## config.mk

```make
export PLATFORM = sky130hd
export DESIGN_NAME = nearest_free_mesh_node_search
export DESIGN_NICKNAME = d
export VERILOG_FILES = /design/src/nfmn_pkg.sv /design/src/nfmn_cell.sv /design/src/nfmn_cfg.sv /design/src/nearest_free_mesh_node_search.sv
export SDC_FILE = /design/constraint.sdc
export NUM_CORES = 2
export LEC_CHECK = 0
export ABC_AREA = 1
export ABC_CLOCK_PERIOD_IN_PS = 9000
export BUFFER_PORTS_ARGS = -buffer_cell sky130_fd_sc_hd__buf_4
export CORE_ASPECT_RATIO = 0.5
export CORE_MARGIN = 3
export CORE_UTILIZATION = 40
export CTS_BUF_LIST = sky130_fd_sc_hd__clkbuf_16
export CTS_CLUSTER_SIZE = 24
export DETAILED_ROUTE_END_ITERATION = 10
export HOLD_SLACK_MARGIN = 0.12
export PLACE_DENSITY = 0.56
export RECOVER_POWER = 100
export SYNTH_ARGS = -nofsm -noshare
export SYNTH_HDL_FRONTEND = slang
export SYNTH_SLANG_ARGS = --single-unit
```

## constraint.sdc

```tcl
create_clock -name clk_i -period 9 [get_ports clk_i]
set_input_delay 1.35 -clock clk_i [delete_from_list [all_inputs] [get_ports clk_i]]
set_output_delay 1.35 -clock clk_i [all_outputs]
set_load 0.005 [all_outputs]
```

## src/nfmn_pkg.sv

```systemverilog
// Shared types and constants for the nearest free mesh node search.
package nfmn_pkg;

  // Coordinates cover meshes of up to 16 by 16 processors.
  localparam int unsigned CrdW  = 4;
  localparam int unsigned DistW = 5;
  localparam int unsigned DimW  = 5;

  typedef logic [CrdW-1:0]  crd_t;
  typedef logic [DistW-1:0] dist_t;
  typedef logic [DimW-1:0]  dim_t;

  // Request function codes.
  localparam logic FuncWrite = 1'b0;
  localparam logic FuncMap   = 1'b1;

  // Configuration register indexes.
  localparam logic RegCols = 1'b0;
  localparam logic RegRows = 1'b1;

  // Search token handed from cell to cell.
  typedef struct packed {
    logic  vld;
    logic  srch;
    logic  fnd;
    dist_t hops;
    crd_t  x;
    crd_t  y;
  } tok_t;

  // Broadcast context for every cell: master, mesh size and table write.
  typedef struct packed {
    crd_t mst_x;
    crd_t mst_y;
    dim_t cols;
    dim_t rows;
    logic wr_en;
    crd_t wr_x;
    crd_t wr_y;
    logic wr_free;
  } ctl_t;

  // Finished search result.
  typedef struct packed {
    logic fnd;
    crd_t x;
    crd_t y;
  } res_t;

  typedef enum logic [1:0] {
    StIdle,
    StSearch,
    StHold
  } state_e;

endpackage

```

## src/nfmn_cell.sv

```systemverilog
// One mesh processor cell: holds its free flag and refines the passing search token.
module nfmn_cell #(
  parameter int unsigned CELL_X = 0,
  parameter int unsigned CELL_Y = 0
) (
  input  logic           clk_i,
  input  logic           rst_ni,
  input  nfmn_pkg::ctl_t ctl_i,
  input  nfmn_pkg::tok_t tok_i,
  output nfmn_pkg::tok_t tok_o
);
  import nfmn_pkg::*;

  localparam crd_t CX       = crd_t'(CELL_X);
  localparam crd_t CY       = crd_t'(CELL_Y);
  localparam logic IsOrigin = (CELL_X == 0) && (CELL_Y == 0);

  logic  free_q, free_d;
  crd_t  dx, dy;
  dist_t hops;
  logic  in_mesh, is_mst, elig, better;
  tok_t  tok_d, tok_q;

  // Manhattan distance from the master.
  always_comb begin
    dx   = (ctl_i.mst_x > CX) ? (ctl_i.mst_x - CX) : (CX - ctl_i.mst_x);
    dy   = (ctl_i.mst_y > CY) ? (ctl_i.mst_y - CY) : (CY - ctl_i.mst_y);
    hops = {1'b0, dx} + {1'b0, dy};
  end

  // A cell competes when it is free, inside the mesh, not the master and not the origin.
  always_comb begin
    in_mesh = ({1'b0, CX} < ctl_i.cols) && ({1'b0, CY} < ctl_i.rows);
    is_mst  = (CX == ctl_i.mst_x) && (CY == ctl_i.mst_y);
    elig    = free_q && in_mesh && !is_mst && !IsOrigin;
    // Order is nearer ring first, then lower column, then upper row.
    better  = !tok_i.fnd || (hops < tok_i.hops) ||
              ((hops == tok_i.hops) &&
               ((CX < tok_i.x) || ((CX == tok_i.x) && (CY > tok_i.y))));
  end

  // Token update.
  always_comb begin
    tok_d = tok_i;
    if (tok_i.vld && tok_i.srch && elig && better) begin
      tok_d.fnd  = 1'b1;
      tok_d.hops = hops;
      tok_d.x    = CX;
      tok_d.y    = CY;
    end
  end

  // Free flag write from an update request.
  always_comb begin
    free_d = free_q;
    if (ctl_i.wr_en && (ctl_i.wr_x == CX) && (ctl_i.wr_y == CY)) begin
      free_d = ctl_i.wr_free;
    end
  end

  always_ff @(posedge clk_i or negedge rst_ni) begin
    if (!rst_ni) begin
      free_q <= 1'b0;
      tok_q  <= '0;
    end else begin
      free_q <= free_d;
      tok_q  <= tok_d;
    end
  end

  assign tok_o = tok_q;

endmodule

```

## src/nfmn_cfg.sv

```systemverilog
// Configuration registers for the mesh size, with clamped effective dimensions.
module nfmn_cfg #(
  parameter int unsigned MESH_MAX_COLS = 8,
  parameter int unsigned MESH_MAX_ROWS = 8
) (
  input  logic                 clk_i,
  input  logic                 rst_ni,
  input  logic                 psel,
  input  logic                 penable,
  input  logic                 pwrite,
  input  logic [2:0]           paddr,
  input  logic [31:0]          pwdata,
  output logic [31:0]          prdata,
  output logic                 pready,
  output nfmn_pkg::dim_t       cols_o,
  output nfmn_pkg::dim_t       rows_o
);
  import nfmn_pkg::*;

  localparam dim_t MaxCols = dim_t'(MESH_MAX_COLS);
  localparam dim_t MaxRows = dim_t'(MESH_MAX_ROWS);

  logic [3:0] cols_q, cols_d, rows_q, rows_d;
  logic       wr;

  assign pready = 1'b1;
  assign wr     = psel && penable && pwrite;

  // Register write decode.
  always_comb begin
    cols_d = cols_q;
    rows_d = rows_q;
    if (wr) begin
      unique case (paddr[2])
        RegCols: cols_d = pwdata[3:0];
        RegRows: rows_d = pwdata[3:0];
        default: ;
      endcase
    end
  end

  always_ff @(posedge clk_i or negedge rst_ni) begin
    if (!rst_ni) begin
      cols_q <= 4'd8;
      rows_q <= 4'd8;
    end else begin
      cols_q <= cols_d;
      rows_q <= rows_d;
    end
  end

  // Read back.
  always_comb begin
    unique case (paddr[2])
      RegCols: prdata = {28'd0, cols_q};
      RegRows: prdata = {28'd0, rows_q};
      default: prdata = '0;
    endcase
  end

  // Effective dimensions: zero acts as one, values above the maximum act as the maximum.
  always_comb begin
    if (cols_q == 4'd0) begin
      cols_o = dim_t'(1);
    end else if ({1'b0, cols_q} > MaxCols) begin
      cols_o = MaxCols;
    end else begin
      cols_o = {1'b0, cols_q};
    end
    if (rows_q == 4'd0) begin
      rows_o = dim_t'(1);
    end else if ({1'b0, rows_q} > MaxRows) begin
      rows_o = MaxRows;
    end else begin
      rows_o = {1'b0, rows_q};
    end
  end

endmodule

```

## src/nearest_free_mesh_node_search.sv

```systemverilog
// Top level: request control, cell chain and result output for the nearest free node search.
// An update request is accepted back to back while no search is running.
// A map request sweeps a token through one cell per processor, one cell a cycle: its result is
// registered for output once the token leaves the end of the chain.
// No new request is accepted until that result is registered in the output register.
// Reset clears every free flag, sets both dimension registers to 8 and empties the output.
module nearest_free_mesh_node_search #(
  parameter int unsigned MESH_MAX_COLS = 8,
  parameter int unsigned MESH_MAX_ROWS = 8
) (
  input  logic        clk_i,
  input  logic        rst_ni,
  // Request stream.
  input  logic        s_axis_tvalid,
  output logic        s_axis_tready,
  // tdata: node_x [2:0], node_y [5:3], page_count [13:6], zero [15:14].
  input  logic [15:0] s_axis_tdata,
  // tuser: func [0].
  input  logic        s_axis_tuser,
  // Result stream.
  output logic        m_axis_tvalid,
  input  logic        m_axis_tready,
  // tdata: chosen_x [2:0], chosen_y [5:3], zero [7:6].
  output logic [7:0]  m_axis_tdata,
  // tuser: found [0].
  output logic        m_axis_tuser,
  // Configuration port.
  input  logic        psel,
  input  logic        penable,
  input  logic        pwrite,
  input  logic [2:0]  paddr,
  input  logic [31:0] pwdata,
  output logic [31:0] prdata,
  output logic        pready
);
  import nfmn_pkg::*;

  localparam int unsigned Nodes = MESH_MAX_COLS * MESH_MAX_ROWS;

  state_e state_q, state_d;
  dim_t   cols, rows;
  crd_t   in_x, in_y;
  logic   in_mesh, acc, out_free;
  logic   ld_srch, ld_hold, ld_out_hold;
  crd_t   mst_x_q, mst_x_d, mst_y_q, mst_y_d;
  tok_t   lau_q, lau_d;
  ctl_t   ctl;
  tok_t   tok [Nodes+1];
  tok_t   end_tok;
  res_t   hold_q, hold_d, out_q, out_d;
  logic   out_vld_q, out_vld_d;

  nfmn_cfg #(
    .MESH_MAX_COLS(MESH_MAX_COLS),
    .MESH_MAX_ROWS(MESH_MAX_ROWS)
  ) u_cfg (
    .clk_i  (clk_i),
    .rst_ni (rst_ni),
    .psel   (psel),
    .penable(penable),
    .pwrite (pwrite),
    .paddr  (paddr),
    .pwdata (pwdata),
    .prdata (prdata),
    .pready (pready),
    .cols_o (cols),
    .rows_o (rows)
  );

  // Request decode.
  assign in_x    = {1'b0, s_axis_tdata[2:0]};
  assign in_y    = {1'b0, s_axis_tdata[5:3]};
  assign in_mesh = ({1'b0, in_x} < cols) && ({1'b0, in_y} < rows);
  assign acc     = s_axis_tvalid && s_axis_tready;

  // Context broadcast to all cells.
  always_comb begin
    ctl.mst_x   = mst_x_q;
    ctl.mst_y   = mst_y_q;
    ctl.cols    = cols;
    ctl.rows    = rows;
    ctl.wr_en   = acc && (s_axis_tuser == FuncWrite) && in_mesh;
    ctl.wr_x    = in_x;
    ctl.wr_y    = in_y;
    ctl.wr_free = (s_axis_tdata[13:6] != 8'd0);
  end

  // Token launch and master capture on a map request.
  always_comb begin
    lau_d   = '0;
    mst_x_d = mst_x_q;
    mst_y_d = mst_y_q;
    if (acc && (s_axis_tuser == FuncMap)) begin
      lau_d.vld  = 1'b1;
      lau_d.srch = in_mesh;
      mst_x_d    = in_x;
      mst_y_d    = in_y;
    end
  end

  // Cell chain, visited in ascending column then ascending row.
  assign tok[0] = lau_q;
  for (genvar gi = 0; gi < Nodes; gi++) begin : g_cell
    nfmn_cell #(
      .CELL_X(gi / MESH_MAX_ROWS),
      .CELL_Y(gi % MESH_MAX_ROWS)
    ) u_cell (
      .clk_i (clk_i),
      .rst_ni(rst_ni),
      .ctl_i (ctl),
      .tok_i (tok[gi]),
      .tok_o (tok[gi+1])
    );
  end
  assign end_tok = tok[Nodes];

  assign out_free = !out_vld_q || m_axis_tready;

  // Next state.
  always_comb begin
    state_d = state_q;
    unique case (state_q)
      StIdle: begin
        if (acc && (s_axis_tuser == FuncMap)) state_d = StSearch;
      end
      StSearch: begin
        if (end_tok.vld) state_d = out_free ? StIdle : StHold;
      end
      StHold: begin
        if (out_free) state_d = StIdle;
      end
      default: state_d = StIdle;
    endcase
  end

  // State outputs.
  always_comb begin
    s_axis_tready = 1'b0;
    ld_srch       = 1'b0;
    ld_hold       = 1'b0;
    ld_out_hold   = 1'b0;
    unique case (state_q)
      StIdle:   s_axis_tready = 1'b1;
      StSearch: begin
        ld_srch = end_tok.vld && out_free;
        ld_hold = end_tok.vld && !out_free;
      end
      StHold:   ld_out_hold = out_free;
      default:  ;
    endcase
  end

  // Result hold and output register.
  always_comb begin
    hold_d    = hold_q;
    out_d     = out_q;
    out_vld_d = out_vld_q && !m_axis_tready;
    if (ld_hold) begin
      hold_d = '{fnd: end_tok.fnd, x: end_tok.x, y: end_tok.y};
    end
    if (ld_srch) begin
      out_d     = '{fnd: end_tok.fnd, x: end_tok.x, y: end_tok.y};
      out_vld_d = 1'b1;
    end else if (ld_out_hold) begin
      out_d     = hold_q;
      out_vld_d = 1'b1;
    end
  end

  always_ff @(posedge clk_i or negedge rst_ni) begin
    if (!rst_ni) begin
      state_q   <= StIdle;
      lau_q     <= '0;
      out_vld_q <= 1'b0;
    end else begin
      state_q   <= state_d;
      lau_q     <= lau_d;
      out_vld_q <= out_vld_d;
    end
  end

  always_ff @(posedge clk_i) begin
    mst_x_q <= mst_x_d;
    mst_y_q <= mst_y_d;
    hold_q  <= hold_d;
    out_q   <= out_d;
  end

  assign m_axis_tvalid = out_vld_q;
  assign m_axis_tuser  = out_q.fnd;
  assign m_axis_tdata  = {2'b00, out_q.y[2:0], out_q.x[2:0]};

  // A result appears only at the end of a search.
  a_out_from_search: assert property (@(posedge clk_i) disable iff (!rst_ni)
    $rose(out_vld_q) |-> $past(state_q) != StIdle)
    else $error("result appeared without a search");

  // A launched token always belongs to a running search.
  a_launch_in_search: assert property (@(posedge clk_i) disable iff (!rst_ni)
    lau_q.vld |-> state_q == StSearch)
    else $error("token launched outside a search");

  // The token leaves the chain only while the search is still running.
  a_end_in_search: assert property (@(posedge clk_i) disable iff (!rst_ni)
    end_tok.vld |-> state_q == StSearch)
    else $error("token left the chain outside a search");

  // A held result means the output register is still occupied.
  a_hold_blocked: assert property (@(posedge clk_i) disable iff (!rst_ni)
    state_q == StHold |-> out_vld_q)
    else $error("result held while the output is empty");

  // A not-found result carries zero coordinates.
  a_nf_zero: assert property (@(posedge clk_i) disable iff (!rst_ni)
    (out_vld_q && !out_q.fnd) |-> (out_q.x == '0) && (out_q.y == '0))
    else $error("not-found result with nonzero coordinates");

endmodule
```

==> flow_summary_export.csv <==
group,metric,value,unit
clock_network,clock_sinks,916,
detailed_routing,wl_per_cell,18.93,um
power_and_ir_drop,powerDensity,164.6,nW/um^2
logic_synthesis,netlist.area_leader.share,0.4527,
floorplan,die_w,503.1,um
grt,grt_pass1_vias,38191,
clock_network,htree_levels,3,
clock_network,clk_latency,0.70,ns
detailed_routing,wl_met2,61320,um
floorplan,core-area,121600,sq um
placed_design,port_buffers,39,
detailed_routing,wl_met3,11430,um
cells_and_area,final_net_count,6494,
power_and_ir_drop,ir_worst_vdd,0.1616,mV
logic_synthesis,synthFlopType,"dfrtp_1",
floorplan,io_pins,103,
worst_setup_path,crit_type,"reg2reg",
clock_network,clockBufferDepth,3,
status,status,"finished, violations left",
worst_setup_path,cp.arrival,7.97,ns
placed_design,dpl-instance-area,51920,sq um
cells_and_area,area_growth_syn_to_layout,10.74,%
sta,hold_violations,0,
worst_setup_path,endpoint_kind,"register",
clock_network,cts_buffers,88,
sta,drv_slew,610,
worst_setup_path,critPathMaxFanout,20,
sta,timing.setup.tns,0,ns
detailed_routing,highest_layer,"met5",
sta,fin_crit,7.424,ns
placed_design,post-dp-hpwl,104600,um
placed_design,gp_congestion,0.9361,
detailed_routing,drc,0,
grt,antenna_found_initial,8,
run,maxCapViolCount,9,
grt,grt_overflow,0,
detailed_routing,drtIter0Drc,3170,
grt,grt_pass1_wl,219600,um
logic_synthesis,async_flop_share,0.9782,
clock_network,cts_root_buf,"clkbuf_16",
logic_synthesis,synth_edf_count,20,
floorplan,start_util,0.4063,
logic_synthesis,syn-cell-area,49420,sq um
floorplan,dieArea,128100,sq um
clock_network,tritoncts,"yes",
logic_synthesis,yosysSeqAreaShare,0.4659,
power_and_ir_drop,swShare,0.2647,
grt,track_usage,0.2250,
logic_synthesis,avgSynthCellArea,8.554,sq um
worst_setup_path,critPathLaunchType,"register",
floorplan,rows,90,
clock_network,cts_hold_buf,0,
logic_synthesis,ys_ff_latch,916,
cells_and_area,stdcell_area,54730,sq um
clock_network,path_clk_slew,0.06,ns
logic_synthesis,ys_warn_count,0,
sta,skew,0.02184,ns
logic_synthesis,yosysMostFrequentCell,"nand2_1",
sta,relSlewSlack,-2.596,
detailed_routing,vias_per_cell,5.114,
power_and_ir_drop,static-leakage-power,28.94,nW
power_and_ir_drop,clkPwrFrac,0.432,
cells_and_area,final_layout_size_suffix_gt1_frac,0.07172,
logic_synthesis,synthTopCellsByCount,"nand2_1, inv_1, dfrtp_1",
status,violations,"capacitance limit, slew limit",
worst_setup_path,crit_required,9.54,ns
sta,period_share,0.8248,
power_and_ir_drop,internal_power,6.626,mW
logic_synthesis,synth.largest_area_cell,"dfrtp_1",
logic_synthesis,ys_types,53,
sta,rsz0062_at_grt,"no",
sta,fmax,134.7,MHz
power_and_ir_drop,p_seq_frac,0.466,
sta,setup_viol,0,
cells_and_area,fin_cells,7593,
detailed_routing,totalWireLength,143700,um
placed_design,post-place-cells,7431,
clock_network,cts_resized,0,
detailed_routing,met1_length,66270,um
sta,tightest_slew,5.395,ns
min_path,min_path_type,"reg2reg",
detailed_routing,ant_nets,0,
power_and_ir_drop,comb_power_share,0.102,
floorplan,fp.dieH,254.5,um
clock_network,cts_setup_buffers,0,
logic_synthesis,synth_cells,5777,
detailed_routing,num_vias,38828,
logic_synthesis,synthTopCellsByArea,"dfrtp_1, ha_1, nand2_1",
sta,fin_hold_ws,0.3472,ns
grt,grt_max_degree,175,
power_and_ir_drop,power.switching,2.385,mW
detailed_routing,drt_pre_antenna_iters,6,
[layout by cell type (no fill, tap or decap), types with 15 or more instances in the layout]
cell type	n
clkinv_2	21
o211ai_1	60
nand3b_1	15
nand4_1	122
xnor2_1	17
nor3_1	66
clkbuf_16	91
clkinv_1	19
a21oi_1	235
inv_1	963
o21bai_1	25
ha_1	508
xor2_1	76
fa_1	15
o21ai_0	304
buf_4	72
nor2_1	301
nand2_1	1381
edfxtp_1	20
dfrtp_1	894
conb_1	63
or2_2	163
and2_1	19
nand3_1	363
and2_0	17
clkbuf_1	22
[worst max-delay path: stages, from the launching register on]
cell	delay [ns]
edfxtp_1	0.66
inv_1	0.52
clkbuf_1	1.10
ha_1	1.42
o21ai_1	0.24
buf_4	0.26
inv_1	0.65
nand2_1	0.10
nand2_1	0.10
inv_1	0.06
ha_1	0.18
inv_1	0.05
nand2_1	0.07
xor2_1	0.23
ha_1	0.29
nand2_1	0.07
inv_1	0.04
o21bai_1	0.11
nand2_1	0.06
nor2_1	0.09
nor2_1	0.05
nor2_1	0.52
inv_1	0.20
nand2_1	0.09
o21ai_0	0.08
[worst paths after layout]
path,from,end,slack (ns),cells after the start
max,mst_y_q[2]$_DFFE_PP_,g_cell[9].u_cell.tok_o[8]$_DFF_PN0_,1.58,24
min,lau_q[15]$_DFF_PN0_,g_cell[0].u_cell.tok_o[15]$_DFF_PN0_,0.35,0
max reg2reg,mst_y_q[2]$_DFFE_PP_,g_cell[9].u_cell.tok_o[8]$_DFF_PN0_,1.58,24
min reg2reg,lau_q[15]$_DFF_PN0_,g_cell[0].u_cell.tok_o[15]$_DFF_PN0_,0.35,0
max in group asynchronous,rst_ni,g_cell[15].u_cell.tok_o[8]$_DFF_PN0_,3.43,2
min in group asynchronous,rst_ni,g_cell[50].u_cell.tok_o[4]$_DFF_PN0_,0.67,1
[area by class of cell]
| cell class | instances | area, sq um |
|---|---|---|
| tap | 1610 | 2014 |
| inverter | 961 | 3607 |
| clock inverter | 70 | 698.2 |
| multi-input combinational | 3834 | 22330 |
| antenna | 1 | 2.502 |
| clock buffer | 91 | 2277 |
| fill | 11705 | 66890 |
| sequential | 916 | 23020 |
| timing repair buffer | 110 | 770.7 |
[state kept, by name (all words and copies together) (netlist names)]
signal	flops
u_cfg.rows_q	4
m_axis_tvalid	1
mst_y_q	3
g_cell.u_cell.tok_o	820
m_axis_tuser	1
mst_x_q	3
u_cfg.cols_q	4
state_q	2
lau_q	2
g_cell.u_cell.free_q	63
hold_q	7
m_axis_tdata	6
[per-layer routing]
metal,vias up,global-route usage
li1,18671,-
met1,18779,0.3153
met2,1082,0.3448
met3,280,0.05529
met4,16,0.06908
met5,-,0
[cells by family after synthesis]
| family | count (synthesis) | synth area share |
|---|---|---|
| other | 2 | 0.0001520 |
| xor gates and xnor gates | 93 | 0.01648 |
| muxes | 7 | 0.001595 |
| buffers and inverters | 1088 | 0.08720 |
| AOI/OAI and AO/OA | 670 | 0.07552 |
| adders and majority gates | 524 | 0.1349 |
| and+or+nand+nor | 2477 | 0.2182 |
| DFF | 916 | 0.4659 |
[power by group through the flow]
stage	sequential [mW]	clock [mW]	combinational, mW
3_3_place_gp	4.27	0	0.880
6_report	4.20	3.89	0.917
2_1_floorplan	4.26	0	0.548
4_1_cts	4.20	3.98	0.918
5_1_grt	4.20	4.15	1.03
3_5_place_dp	4.28	0	0.912
[per-stage QoR]
stage / power [mW] / utilization / worst slack, ns
floorplan: 4.806 / - / 4.315
global placement: 5.155 / 0.4269 / 3.092
detailed placement: 5.187 / 0.4269 / 3.088
CTS: 9.101 / 0.4514 / 3.064
global route: 9.378 / 0.4500 / 1.315
finish: 9.011 / 0.4500 / 1.576
No activity file was read; power rests on OpenSTA's default activity.
